`config.mk`:
```
export PLATFORM = sky130hd
export DESIGN_NAME = i2c_master_byte_engine_unit_flat
export DESIGN_NICKNAME = d
export VERILOG_FILES = /design/src/i2cm_pkg.sv /design/src/i2cm_if.sv /design/src/i2c_master_byte_engine_unit.sv /design/src/i2cm_in_stage.sv /design/src/i2cm_phase.sv /design/src/i2cm_engine.sv /design/src/flat_wrapper.sv
export SDC_FILE = /design/constraint.sdc
export NUM_CORES = 1
export LEC_CHECK = 0
export BUFFER_PORTS_ARGS = -buffer_cell sky130_fd_sc_hd__buf_2
export CAP_MARGIN = 20
export CORE_ASPECT_RATIO = 1.2
export CORE_MARGIN = 2
export CORE_UTILIZATION = 59
export DETAILED_ROUTE_END_ITERATION = 10
export PLACE_DENSITY = 0.91
export SYNTH_ARGS = -nofsm -noshare
export SYNTH_HDL_FRONTEND = slang
export SYNTH_SLANG_ARGS = --single-unit
```
`constraint.sdc`:
```
create_clock -name clk -period 3.3 [get_ports clk]
set_input_delay 0.495 -clock clk [delete_from_list [all_inputs] [get_ports clk]]
set_output_delay 0.495 -clock clk [all_outputs]
set_load 0.005 [all_outputs]
```
`src/i2cm_pkg.sv`:
```
// Package for the I2C master byte engine: action codes, widths, payload structs.
// No dependencies; used by the interfaces and all modules.
`timescale 1ns / 1ps

package i2cm_pkg;

  localparam int unsigned TICK_W  = 16;
  localparam int unsigned STEP_W  = 5;
  localparam int unsigned BITC_W  = 4;
  localparam int unsigned BYTE_W  = 8;
  localparam int unsigned ACT_W   = 2;

  localparam logic [TICK_W-1:0] PHASE_TICKS_RST = TICK_W'(10);
  localparam logic [BYTE_W-1:0] BYTE_MSB        = 8'h80;

  typedef enum logic [ACT_W-1:0] {
    ACT_START = 2'd0,
    ACT_STOP  = 2'd1,
    ACT_WRITE = 2'd2,
    ACT_READ  = 2'd3
  } action_t;

  typedef struct packed {
    logic              cmd_valid;
    logic [ACT_W-1:0]  action;
    logic [BYTE_W-1:0] write_data;
    logic              sda_in;
  } cmd_t;

  typedef struct packed {
    logic              scl;
    logic              sda_out;
    logic              sda_drive;
    logic              busy_res;
    logic              done_res;
    logic [BYTE_W-1:0] read_data;
  } res_t;

  // Bus phase decoder inputs: phase index, write sub-phase and current pin/shift state.
  typedef struct packed {
    action_t           action;
    logic [STEP_W-1:0] step;
    logic [1:0]        sub;
    logic              sda_in;
    logic [BYTE_W-1:0] shift;
    logic [BITC_W-1:0] bit_cnt;
    logic              scl;
    logic              sda;
    logic              sda_en;
    logic [BYTE_W-1:0] read_hold;
  } phase_in_t;

  typedef struct packed {
    logic              ok;
    logic [BYTE_W-1:0] shift;
    logic [BITC_W-1:0] bit_cnt;
    logic              scl;
    logic              sda;
    logic              sda_en;
    logic [BYTE_W-1:0] read_hold;
  } phase_out_t;

endpackage

```
`src/i2cm_if.sv`:
```
// Valid/ready channel interfaces for the command and result streams.
// Depends on i2cm_pkg for field widths.
`timescale 1ns / 1ps

interface i2cm_cmd_if;
  logic                         valid;
  logic                         ready;
  logic                         cmd_valid;
  logic [i2cm_pkg::ACT_W-1:0]   action;
  logic [i2cm_pkg::BYTE_W-1:0]  write_data;
  logic                         sda_in;

  modport source (output valid, cmd_valid, action, write_data, sda_in, input ready);
  modport sink   (input valid, cmd_valid, action, write_data, sda_in, output ready);
endinterface

interface i2cm_res_if;
  logic                         valid;
  logic                         ready;
  logic                         scl;
  logic                         sda_out;
  logic                         sda_drive;
  logic                         busy_res;
  logic                         done_res;
  logic [i2cm_pkg::BYTE_W-1:0]  read_data;

  modport source (output valid, scl, sda_out, sda_drive, busy_res, done_res, read_data,
                  input ready);
  modport sink   (input valid, scl, sda_out, sda_drive, busy_res, done_res, read_data,
                  output ready);
endinterface

```
`src/i2c_master_byte_engine_unit.sv`:
```
// I2C master byte engine top level: one command/sample transfer per tick in,
// one pin-level result transfer per tick out.
// Path: input register, single engine update, result register; 1 transfer per
// cycle throughput while out_res.ready does not stall the result register.
// Reset (synchronous, rst_n low): engine idle, SCL/SDA high and driven,
// phase_ticks = 10, read byte cleared, both channel stages empty.
`timescale 1ns / 1ps

module i2c_master_byte_engine_unit (
  input  logic                          clk,
  input  logic                          rst_n,
  i2cm_cmd_if.sink                      in_cmd,
  i2cm_res_if.source                    out_res,
  input  logic                          cfg_we,
  input  logic [i2cm_pkg::TICK_W-1:0]   cfg_wdata
);

  logic           s1_valid;
  i2cm_pkg::cmd_t s1_cmd;
  logic           s1_take;

  i2cm_in_stage u_in_stage (
    .clk      (clk),
    .rst_n    (rst_n),
    .in_cmd   (in_cmd),
    .s1_valid (s1_valid),
    .s1_cmd   (s1_cmd),
    .s1_take  (s1_take)
  );

  i2cm_engine u_engine (
    .clk       (clk),
    .rst_n     (rst_n),
    .s1_valid  (s1_valid),
    .s1_cmd    (s1_cmd),
    .s1_take   (s1_take),
    .cfg_we    (cfg_we),
    .cfg_wdata (cfg_wdata),
    .out_res   (out_res)
  );

endmodule

```
`src/i2cm_in_stage.sv`:
```
// Input register stage: captures one command transfer per cycle while its held command is empty or taken.
// Depends on i2cm_pkg and i2cm_cmd_if.
`timescale 1ns / 1ps

module i2cm_in_stage (
  input  logic            clk,
  input  logic            rst_n,
  i2cm_cmd_if.sink        in_cmd,
  output logic            s1_valid,
  output i2cm_pkg::cmd_t  s1_cmd,
  input  logic            s1_take
);

  logic           valid_r;
  logic           valid_nxt;
  i2cm_pkg::cmd_t cmd_r;
  logic           load;

  assign in_cmd.ready = !valid_r || s1_take;
  assign load         = in_cmd.valid && in_cmd.ready;

  always_comb begin
    valid_nxt = valid_r;
    if (load) begin
      valid_nxt = 1'b1;
    end else if (s1_take) begin
      valid_nxt = 1'b0;
    end
  end

  always_ff @(posedge clk) begin
    if (!rst_n) begin
      valid_r <= 1'b0;
    end else begin
      valid_r <= valid_nxt;
    end
  end

  always_ff @(posedge clk) begin
    if (load) begin
      cmd_r.cmd_valid  <= in_cmd.cmd_valid;
      cmd_r.action     <= in_cmd.action;
      cmd_r.write_data <= in_cmd.write_data;
      cmd_r.sda_in     <= in_cmd.sda_in;
    end
  end

  assign s1_valid = valid_r;
  assign s1_cmd   = cmd_r;

endmodule

```
`src/i2cm_phase.sv`:
```
// Bus phase decoder: pin and shift-register changes for one phase of a command.
// Depends on i2cm_pkg.
`timescale 1ns / 1ps

module i2cm_phase (
  input  i2cm_pkg::phase_in_t  ph_in,
  output i2cm_pkg::phase_out_t ph_out
);

  logic [i2cm_pkg::STEP_W-1:0] s;

  assign s = ph_in.step;

  always_comb begin
    ph_out.ok        = 1'b1;
    ph_out.shift     = ph_in.shift;
    ph_out.bit_cnt   = ph_in.bit_cnt;
    ph_out.scl       = ph_in.scl;
    ph_out.sda       = ph_in.sda;
    ph_out.sda_en    = ph_in.sda_en;
    ph_out.read_hold = ph_in.read_hold;
    unique case (ph_in.action)
      i2cm_pkg::ACT_START: begin
        priority if (s == 5'd0) begin
          ph_out.scl = 1'b1;
        end else if (s == 5'd1) begin
          ph_out.sda = 1'b1; ph_out.sda_en = 1'b1;
        end else if (s == 5'd2) begin
          ph_out.sda = 1'b0; ph_out.sda_en = 1'b1;
        end else if (s == 5'd3) begin
          ph_out.scl = 1'b0;
        end else begin
          ph_out.ok = 1'b0;
        end
      end
      i2cm_pkg::ACT_STOP: begin
        priority if (s == 5'd0) begin
          ph_out.sda = 1'b0; ph_out.sda_en = 1'b1;
        end else if (s == 5'd1) begin
          ph_out.scl = 1'b1;
        end else if (s == 5'd2) begin
          ph_out.sda = 1'b1; ph_out.sda_en = 1'b1;
        end else begin
          ph_out.ok = 1'b0;
        end
      end
      i2cm_pkg::ACT_WRITE: begin
        priority if (s < 5'd24) begin
          priority if (ph_in.sub == 2'd0) begin
            ph_out.scl = 1'b0;
          end else if (ph_in.sub == 2'd1) begin
            ph_out.sda    = |(ph_in.shift & i2cm_pkg::BYTE_MSB);
            ph_out.sda_en = 1'b1;
          end else begin
            ph_out.scl     = 1'b1;
            ph_out.shift   = {ph_in.shift[i2cm_pkg::BYTE_W-2:0], 1'b0};
            ph_out.bit_cnt = ph_in.bit_cnt + 4'd1;
          end
        end else if (s == 5'd24) begin
          ph_out.scl = 1'b0;
        end else if (s == 5'd25) begin
          ph_out.sda = 1'b1; ph_out.sda_en = 1'b0;
        end else if (s == 5'd26) begin
          ph_out.scl = 1'b1;
        end else if (s == 5'd27) begin
          ph_out.scl = 1'b0;
        end else begin
          ph_out.ok = 1'b0;
        end
      end
      i2cm_pkg::ACT_READ: begin
        priority if (s == 5'd0) begin
          ph_out.sda     = 1'b1;
          ph_out.sda_en  = 1'b0;
          ph_out.scl     = 1'b0;
          ph_out.shift   = '0;
          ph_out.bit_cnt = '0;
        end else if (s < 5'd16) begin
          if (s[0]) begin
            ph_out.scl     = 1'b1;
            ph_out.shift   = {ph_in.shift[i2cm_pkg::BYTE_W-2:0], ph_in.sda_in};
            ph_out.bit_cnt = ph_in.bit_cnt + 4'd1;
            if (s == 5'd15) begin
              ph_out.read_hold = {ph_in.shift[i2cm_pkg::BYTE_W-2:0], ph_in.sda_in};
            end
          end else begin
            ph_out.scl = 1'b0;
          end
        end else if (s == 5'd16) begin
          ph_out.scl = 1'b0; ph_out.sda_en = 1'b1;
        end else if (s == 5'd17) begin
          ph_out.sda = 1'b0; ph_out.sda_en = 1'b1;
        end else if (s == 5'd18) begin
          ph_out.scl = 1'b1;
        end else if (s == 5'd19) begin
          ph_out.scl = 1'b0;
        end else begin
          ph_out.ok = 1'b0;
        end
      end
      default: begin
        ph_out.ok = 1'b0;
      end
    endcase
  end

endmodule

```
`src/i2cm_engine.sv`:
```
// Engine state, phase timer and result register for the byte engine.
// Depends on i2cm_pkg, i2cm_res_if and i2cm_phase.
`timescale 1ns / 1ps

module i2cm_engine (
  input  logic                          clk,
  input  logic                          rst_n,
  input  logic                          s1_valid,
  input  i2cm_pkg::cmd_t                s1_cmd,
  output logic                          s1_take,
  input  logic                          cfg_we,
  input  logic [i2cm_pkg::TICK_W-1:0]   cfg_wdata,
  i2cm_res_if.source                    out_res
);

  logic [i2cm_pkg::TICK_W-1:0] ticks_r;
  logic [i2cm_pkg::TICK_W-1:0] timer_r, timer_nxt;
  logic [i2cm_pkg::STEP_W-1:0] step_r, step_nxt;
  logic [1:0]                  sub_r, sub_nxt;
  logic [i2cm_pkg::BITC_W-1:0] bitc_r, bitc_nxt;
  logic [i2cm_pkg::BYTE_W-1:0] shift_r, shift_nxt;
  i2cm_pkg::action_t           act_r, act_nxt;
  logic                        active_r, active_nxt;
  logic                        scl_r, scl_nxt;
  logic                        sda_r, sda_nxt;
  logic                        sda_en_r, sda_en_nxt;
  logic [i2cm_pkg::BYTE_W-1:0] hold_r, hold_nxt;
  logic                        done_nxt;
  logic                        out_valid_r;
  i2cm_pkg::res_t              res_r;

  logic [i2cm_pkg::TICK_W-1:0] phase_len;
  logic [i2cm_pkg::TICK_W-1:0] timer_dec;
  logic [i2cm_pkg::STEP_W-1:0] step_inc;
  logic [1:0]                  sub_inc;
  logic                        start_cmd;
  i2cm_pkg::phase_in_t         ph_in;
  i2cm_pkg::phase_out_t        ph_out;

  assign s1_take   = s1_valid && (!out_valid_r || out_res.ready);
  assign phase_len = (ticks_r == '0) ? i2cm_pkg::TICK_W'(1) : ticks_r;
  assign timer_dec = timer_r - i2cm_pkg::TICK_W'(1);
  assign step_inc  = step_r + i2cm_pkg::STEP_W'(1);
  assign sub_inc   = (sub_r == 2'd2) ? 2'd0 : sub_r + 2'd1;
  assign start_cmd = !active_r && s1_cmd.cmd_valid;

  always_comb begin
    ph_in.sda_in    = s1_cmd.sda_in;
    ph_in.scl       = scl_r;
    ph_in.sda       = sda_r;
    ph_in.sda_en    = sda_en_r;
    ph_in.read_hold = hold_r;
    if (start_cmd) begin
      ph_in.action  = i2cm_pkg::action_t'(s1_cmd.action);
      ph_in.step    = '0;
      ph_in.sub     = 2'd0;
      ph_in.bit_cnt = '0;
      ph_in.shift   = (i2cm_pkg::action_t'(s1_cmd.action) == i2cm_pkg::ACT_WRITE) ?
                      s1_cmd.write_data : shift_r;
    end else begin
      ph_in.action  = act_r;
      ph_in.step    = step_inc;
      ph_in.sub     = sub_inc;
      ph_in.bit_cnt = bitc_r;
      ph_in.shift   = shift_r;
    end
  end

  i2cm_phase u_phase (
    .ph_in  (ph_in),
    .ph_out (ph_out)
  );

  always_comb begin
    timer_nxt  = timer_r;
    step_nxt   = step_r;
    sub_nxt    = sub_r;
    bitc_nxt   = bitc_r;
    shift_nxt  = shift_r;
    act_nxt    = act_r;
    active_nxt = active_r;
    scl_nxt    = scl_r;
    sda_nxt    = sda_r;
    sda_en_nxt = sda_en_r;
    hold_nxt   = hold_r;
    done_nxt   = 1'b0;
    if (!active_r) begin
      if (s1_cmd.cmd_valid) begin
        act_nxt    = i2cm_pkg::action_t'(s1_cmd.action);
        active_nxt = 1'b1;
        step_nxt   = '0;
        sub_nxt    = 2'd0;
        bitc_nxt   = ph_out.bit_cnt;
        shift_nxt  = ph_out.shift;
        scl_nxt    = ph_out.scl;
        sda_nxt    = ph_out.sda;
        sda_en_nxt = ph_out.sda_en;
        hold_nxt   = ph_out.read_hold;
        timer_nxt  = phase_len;
      end
    end else begin
      timer_nxt = timer_dec;
      if (timer_dec == '0) begin
        if (ph_out.ok) begin
          step_nxt   = step_inc;
          sub_nxt    = sub_inc;
          bitc_nxt   = ph_out.bit_cnt;
          shift_nxt  = ph_out.shift;
          scl_nxt    = ph_out.scl;
          sda_nxt    = ph_out.sda;
          sda_en_nxt = ph_out.sda_en;
          hold_nxt   = ph_out.read_hold;
          timer_nxt  = phase_len;
        end else begin
          active_nxt = 1'b0;
          step_nxt   = '0;
          done_nxt   = 1'b1;
        end
      end
    end
  end

  always_ff @(posedge clk) begin
    if (!rst_n) begin
      ticks_r     <= i2cm_pkg::PHASE_TICKS_RST;
      timer_r     <= '0;
      step_r      <= '0;
      sub_r       <= 2'd0;
      bitc_r      <= '0;
      shift_r     <= '0;
      act_r       <= i2cm_pkg::ACT_START;
      active_r    <= 1'b0;
      scl_r       <= 1'b1;
      sda_r       <= 1'b1;
      sda_en_r    <= 1'b1;
      hold_r      <= '0;
      out_valid_r <= 1'b0;
    end else begin
      if (cfg_we) begin
        ticks_r <= cfg_wdata;
      end
      if (s1_take) begin
        timer_r  <= timer_nxt;
        step_r   <= step_nxt;
        sub_r    <= sub_nxt;
        bitc_r   <= bitc_nxt;
        shift_r  <= shift_nxt;
        act_r    <= act_nxt;
        active_r <= active_nxt;
        scl_r    <= scl_nxt;
        sda_r    <= sda_nxt;
        sda_en_r <= sda_en_nxt;
        hold_r   <= hold_nxt;
      end
      if (s1_take) begin
        out_valid_r <= 1'b1;
      end else if (out_res.ready) begin
        out_valid_r <= 1'b0;
      end
    end
  end

  always_ff @(posedge clk) begin
    if (s1_take) begin
      res_r.scl       <= scl_nxt;
      res_r.sda_out   <= sda_nxt;
      res_r.sda_drive <= sda_en_nxt;
      res_r.busy_res  <= active_nxt;
      res_r.done_res  <= done_nxt;
      res_r.read_data <= hold_nxt;
    end
  end

  assign out_res.valid     = out_valid_r;
  assign out_res.scl       = res_r.scl;
  assign out_res.sda_out   = res_r.sda_out;
  assign out_res.sda_drive = res_r.sda_drive;
  assign out_res.busy_res  = res_r.busy_res;
  assign out_res.done_res  = res_r.done_res;
  assign out_res.read_data = res_r.read_data;

endmodule
```
`src/flat_wrapper.sv`:
```
// flat-port wrapper written by rule: the top's interface ports become plain ports
module i2c_master_byte_engine_unit_flat 
  (clk, rst_n, cfg_we, cfg_wdata, in_cmd_valid, in_cmd_cmd_valid, in_cmd_action, in_cmd_write_data, in_cmd_sda_in, in_cmd_ready, out_res_valid, out_res_scl, out_res_sda_out, out_res_sda_drive, out_res_busy_res, out_res_done_res, out_res_read_data, out_res_ready);
  i2cm_cmd_if in_cmd_i ();
  i2cm_res_if out_res_i ();
  input  logic clk;
  input  logic rst_n;
  input  logic cfg_we;
  input  logic [i2cm_pkg::TICK_W-1:0] cfg_wdata;
  input wire logic [$bits(in_cmd_i.valid)-1:0] in_cmd_valid;
  input wire logic [$bits(in_cmd_i.cmd_valid)-1:0] in_cmd_cmd_valid;
  input wire logic [$bits(in_cmd_i.action)-1:0] in_cmd_action;
  input wire logic [$bits(in_cmd_i.write_data)-1:0] in_cmd_write_data;
  input wire logic [$bits(in_cmd_i.sda_in)-1:0] in_cmd_sda_in;
  output wire logic [$bits(in_cmd_i.ready)-1:0] in_cmd_ready;
  output wire logic [$bits(out_res_i.valid)-1:0] out_res_valid;
  output wire logic [$bits(out_res_i.scl)-1:0] out_res_scl;
  output wire logic [$bits(out_res_i.sda_out)-1:0] out_res_sda_out;
  output wire logic [$bits(out_res_i.sda_drive)-1:0] out_res_sda_drive;
  output wire logic [$bits(out_res_i.busy_res)-1:0] out_res_busy_res;
  output wire logic [$bits(out_res_i.done_res)-1:0] out_res_done_res;
  output wire logic [$bits(out_res_i.read_data)-1:0] out_res_read_data;
  input wire logic [$bits(out_res_i.ready)-1:0] out_res_ready;
  assign in_cmd_i.valid = in_cmd_valid;
  assign in_cmd_i.cmd_valid = in_cmd_cmd_valid;
  assign in_cmd_i.action = in_cmd_action;
  assign in_cmd_i.write_data = in_cmd_write_data;
  assign in_cmd_i.sda_in = in_cmd_sda_in;
  assign in_cmd_ready = in_cmd_i.ready;
  assign out_res_valid = out_res_i.valid;
  assign out_res_scl = out_res_i.scl;
  assign out_res_sda_out = out_res_i.sda_out;
  assign out_res_sda_drive = out_res_i.sda_drive;
  assign out_res_busy_res = out_res_i.busy_res;
  assign out_res_done_res = out_res_i.done_res;
  assign out_res_read_data = out_res_i.read_data;
  assign out_res_i.ready = out_res_ready;
  i2c_master_byte_engine_unit u_core (.clk(clk), .rst_n(rst_n), .in_cmd(in_cmd_i), .out_res(out_res_i), .cfg_we(cfg_we), .cfg_wdata(cfg_wdata));
endmodule
```
* After elaboration in Yosys (flattened, before gate mapping)
Index checks and enable logic that the tools add are counted.
** Operators by class
- Add/sub/neg operators :: 4
- Magnitude comparators :: 2
- Equality and inequality tests :: 20
- Muxes and demuxes :: 114
- Bitwise operators :: 1
- Reduce and logical (&&, ||, !) cells :: 21
** Operators by type and width (number)
- two-way mux 8 bit :: 14
- two-way mux 16 bit :: 5
- two-way mux 12 bit :: 5
- two-way mux 1 bit :: 58
- equality test 5 bit (second input constant) :: 8
- two-way mux 2 bit :: 17
- logical NOT 16 bit :: 2
- case mux 12 bit (2 select lines) :: 1
- two-way mux 5 bit :: 4
- two-way mux 4 bit :: 4
- subtractor 16 x 1 -> 16 bit (second input constant) :: 1
- two-way mux 15 bit :: 1
- two-way mux 13 bit :: 1
- case mux 3 bit (4 select lines) :: 1
- equality test 5 x 2 -> 1 bit (second input constant) :: 2
- < comparator 5 bit (second input constant) :: 2
- two-way mux 9 bit :: 1
- equality test 2 bit (second input constant) :: 4
- AND reduction 3 bit :: 2
- nonzero test 2 bit :: 3
- adder 5 x 1 -> 5 bit (second input constant) :: 1
- equality test 5 x 1 -> 1 bit (second input constant) :: 1
- equality test 5 x 4 -> 1 bit (second input constant) :: 1
- logical NOT 5 bit :: 1
- 13 further kinds :: 22
** Word-level totals
- Bits in registers :: 92
- Bits of input ports :: 33
- Output and inout port bits :: 15
- Logic and storage cells :: 186

* Longest topological paths before layout
- Depth in word-level cells :: 14
- Mapped depth :: 12
- Gate-level depth less buffers :: 10

* Cells and area by module
Synthesis repeated with hierarchy kept, for this count alone.
** Unflattened totals
- Cells, all modules :: 596
- Area total of the unflattened synthesis :: 5407.7 um^2
** Modules (own cells, without submodules)
- i2cm_engine :: times used 1, cells an instance 478, area each 4274.1 um^2, sequential area each 1711.6 um^2
- i2cm_phase :: times used 1, cells an instance 101, area each 715.7 um^2, sequential area each 0.0 um^2
- i2cm_in_stage :: times used 1, cells an instance 17, area each 417.9 um^2, sequential area each 380.4 um^2

* Least setup slack after synthesis
No wires, ideal clock.
- Path type :: reg2reg
- Start :: register u_core.u_engine.timer_r[0] (netlist bit)
- End :: register, netlist name u_core.u_engine.out_res.read_data[0]
- Data arrival time :: 2750 ps
- Data required time :: 3038 ps
- Slack :: 288 ps
- Stages on the path, launching flop included :: 12
- Buffers on the path :: 1
- Period minus slack after synthesis :: 3012 ps
- Path through :: dfxtp_1 > inv_1 > ha_1 > buf_2 > nor3b_1 > nand4_1 > xnor2_1 > nor4b_2 > nand4_2 > nor2_2 > nand2_2 > mux2_1
** Between the ends
- Longest elaborated chain between the ends :: 4
** Ends and longest elaborated chain
- start: declaration :: RTL line i2cm_engine.sv:17 : logic [i2cm_pkg::TICK_W-1:0] timer_r, timer_nxt;
- start signal: assignment :: RTL line i2cm_engine.sv:143 : timer_r <= timer_nxt;
- subtractor 16 x 1 -> 16 bit :: RTL line i2cm_engine.sv:42 : assign timer_dec = timer_r - i2cm_pkg::TICK_W'(1);
- logical NOT 16 bit :: RTL line i2cm_engine.sv:103 : if (timer_dec == '0) begin
- two-way mux 8 bit :: RTL line i2cm_engine.sv:103
- two-way mux 8 bit :: RTL line i2cm_engine.sv:87 : if (!active_r) begin
- net u_core.u_engine.hold_nxt, one bit :: RTL line i2cm_engine.sv:27 : logic [i2cm_pkg::BYTE_W-1:0] hold_r, hold_nxt;
The timed path passes the listed nets, and every way through them passes these cells.
A chain may end at the register's enable or synchronous reset.

* Final worst setup path
- Start :: register u_core.u_engine.timer_r[0] (netlist bit)
- End :: register, netlist name u_core.u_engine.out_res.read_data[0]
** Between the ends
- Longest elaborated chain between the ends :: 4
** Ends and longest elaborated chain (RTL line)
- subtractor 16 x 1 -> 16 bit :: i2cm_engine.sv:42
- logical NOT 16 bit :: i2cm_engine.sv:103
- two-way mux 8 bit :: i2cm_engine.sv:103
- two-way mux 8 bit :: i2cm_engine.sv:87
- net u_core.u_engine.hold_nxt, one bit :: i2cm_engine.sv:27
The timed path passes the listed nets, and every way through them passes these cells.

==> metrics.txt <==
top_reg_cell synth dfxtp_1; Site Rows 35; worst min-delay path class input pin to register; core area 0.00775 mm²; IO Port Bufs 47; initial DRC count 488; Tmin final 3.18 ns; drt via density 6.86; Final GP Congestion 1.05; CP max-delay cell nor4b_2; routed length on met1 4780 µm; num ports 48; grt total ovfl 0; share of layout cells above drive strength 1 0.179; total die area 0.00883 mm²; first-pass GRT wire length 20800 µm; Mean Syn Cell Area 8.99 µm²; WL final 12800 µm; CTS tree built; metal2 WL 6230 µm; Non-Filler Instances 673; ys async rst share 0; worst slew pin tran 0.760 ns; Slew Viols, Final 0; Tot Pwr 2.43 mW; post-place instance area 0.00512 mm²; Fin Clk Skew 0.0137 ns; Worst path top cell family by delay simple AND/OR/NAND/NOR gates; maximum root-to-sink buffer count 2; critical path arrival 3.30 ns; Slew HR 0.493; Worst Path Class, Setup register to register; initial antenna violation count 0; CP cell instances inv_1 > ha_1 > nor3b_2 > buf_4 > a41oi_1 > nor4b_2 > nand4_2 > nor2_4 > nand2_2 > mux2_1; Chip Width 86.1 µm; worst-path fanout max 8; Buf+Inv Stages, Crit Path 2; # setup viols final 0; dpl cells 656; Post-CTS Hold Buffers 0; Antenna Cells 0; metal3 WL 1170 µm; first-pass iteration count of the detailed router 9; chip height 103 µm; FF+latch count, synth 88; Routed WL per cell 19.0 µm; Area growth syn-to-layout 13.1%; gr usage total 0.294; maxcap violations 0; Synth Cell Area 0.00477 mm²; fmax 314 MHz; final hold viol count 0; hold slack 0.293 ns; Max stage delay on crit path 0.40 ns; Total Neg Setup Slack 0 ns; Leakage 2.20 nW; CP startpoint kind register; vias in the first global route 4441; Clock Latency Late Sink 0.37 ns; CTS HTree Levels 3; yosys warns 0; most common cell after layout, fill and taps aside dfxtp_1; required time worst endpoint 3.42 ns; uppermost routed layer met4; Crit. End Element register; Vias 4617; clk sinks 88; PD cells 450 mW/mm²; Clock Root Buffer clkbuf_8; Seq/Total Area, Yosys 0.422; net count after synthesis 567; Final ANT Viol Nets 0; status complete, no violations; Initial Util 0.616; dpl hpwl 8590 µm; most frequent cells in the layout 63 x dfxtp_1, 53 x nor2_1, 47 x buf_2; largest net degree at the start of global routing 44; Synth Instances 531; number of flops mapped to enable cells by yosys 25; Yosys cell types 67; period utilization 0.964; Remaining DRCs 0; CTS Buf Count 9; Design Area, Final 0.00540 mm²; Clock transition at path regs 0.10 ns; Peak VDD IR 0.000288 V; Nets 612
-- logic make-up (layout without fill, tap and decap cells) --
kind of cell,count (synthesis),after routing,share of synthesized area
and+or+nand+nor,210,210,0.226
AOI/OAI and AO/OA,122,122,0.181
DFF,88,88,0.422
buffers and inverters,50,100,0.0422
muxes,48,48,0.103
xor gates and xnor gates,10,10,0.0184
adders and majority gates,3,3,0.00787
-- cell usage after synthesis (4+ instances only) --
cell | instances | area [µm²]
buf_1 | 5 | 18.8
nor2_1 | 54 | 203
nand2b_1 | 10 | 62.6
a31oi_1 | 9 | 56.3
clkbuf_1 | 20 | 75.1
dfxtp_1 | 63 | 1260
nand3b_1 | 5 | 37.5
and2_1 | 5 | 31.3
mux2_1 | 5 | 56.3
edfxtp_1 | 25 | 751
inv_1 | 19 | 71.3
o221ai_1 | 7 | 61.3
a211oi_1 | 6 | 45.0
buf_2 | 5 | 25.0
nor2b_1 | 9 | 56.3
nor3_1 | 16 | 80.1
a21oi_1 | 19 | 95.1
nand3_1 | 19 | 95.1
mux2i_1 | 41 | 410
or2_2 | 4 | 25.0
nand2_1 | 46 | 173
nor3b_1 | 4 | 30.0
nand4_1 | 8 | 50.1
nor4_1 | 9 | 56.3
o211ai_1 | 4 | 30.0
xor2_1 | 7 | 61.3
o21ai_0 | 30 | 150
o211a_1 | 8 | 80.1
a32o_1 | 8 | 80.1
-- power breakdown --
| group | total (mW) | internal (mW) | switching (mW) |
|---|---|---|---|
| clock | 0.879 | 0.443 | 0.436 |
| sequential | 1.20 | 1.16 | 0.0405 |
| combinational | 0.351 | 0.140 | 0.211 |
| total | 2.43 | 1.74 | 0.688 |
-- worst reg2reg max path, cell delays in order, from the launching register on --
cell and delay [ns]:
dfxtp_1 0.37, inv_1 0.10, ha_1 0.31, nor3b_2 0.25
buf_4 0.17, a41oi_1 0.20, nor4b_2 0.40, nand4_2 0.29
nor2_4 0.27, nand2_2 0.19, mux2_1 0.38
-- flip-flops by register name (all words and copies together), names as in the netlist --
register / count
u_core.u_engine.sda_r: 1
u_core.u_engine.active_r: 1
u_core.u_engine.out_res.done_res: 1
u_core.u_engine.hold_r: 8
u_core.u_engine.sub_r: 2
u_core.u_engine.timer_r: 16
u_core.u_engine.out_res.valid: 1
u_core.u_engine.ticks_r: 16
u_core.u_in_stage.s1_cmd: 12
u_core.u_engine.step_r: 5
u_core.u_engine.out_res.read_data: 8
u_core.u_engine.out_res.scl: 1
u_core.u_engine.out_res.busy_res: 1
u_core.u_engine.scl_r: 1
u_core.u_engine.act_r: 2
u_core.u_engine.sda_en_r: 1
u_core.u_engine.out_res.sda_out: 1
u_core.u_engine.shift_r: 8
u_core.u_engine.out_res.sda_drive: 1
u_core.u_in_stage.s1_valid: 1
-- path summary, 6_finish.rpt --
kind | startpoint | end | slack, ns | cells past startpoint
setup / recovery | u_core.u_engine.timer_r[0]$_SDFFE_PN0P_ | u_core.u_engine.out_res.read_data[0]$_DFFE_PP_ | 0.12 | 10
hold / removal | in_cmd_write_data[2] | u_core.u_in_stage.s1_cmd[3]$_DFFE_PP_ | 0.29 | 1
setup reg to reg | u_core.u_engine.timer_r[0]$_SDFFE_PN0P_ | u_core.u_engine.out_res.read_data[0]$_DFFE_PP_ | 0.12 | 10
hold reg to reg | u_core.u_engine.hold_r[3]$_SDFFE_PN0P_ | u_core.u_engine.hold_r[3]$_SDFFE_PN0P_ | 0.48 | 2
-- metrics by stage --
stage	util	worst slack [ns]
2_1_floorplan	-	0.288
3_3_place_gp	0.661	0.198
3_5_place_dp	0.661	0.0772
4_1_cts	0.691	0.0704
5_1_grt	0.696	-0.0200
6_report	0.696	0.119
-- layer usage --
metal / vias up / track usage
li1: 2057 / -
met1: 2142 / 0.356
met2: 333 / 0.500
met3: 85 / 0.0480
met4: 0 / 0.162
met5: - / 0
-- repair_timing --
action                     4_1_cts  5_1_grt
resized for setup                0        7
setup buffers                    0        1
setup endpoints to repair        0       33
-- area by class of cell --
type,instances,area [µm²]
clock buffers,9,124
repair buffers,65,370
fillers,527,2350
flip-flops and latches,88,2010
clock inverters,7,113
inverters,19,71.3
multi-input cells,393,2590
well taps,92,115
Note: power is estimated with default switching activity, not from simulation.
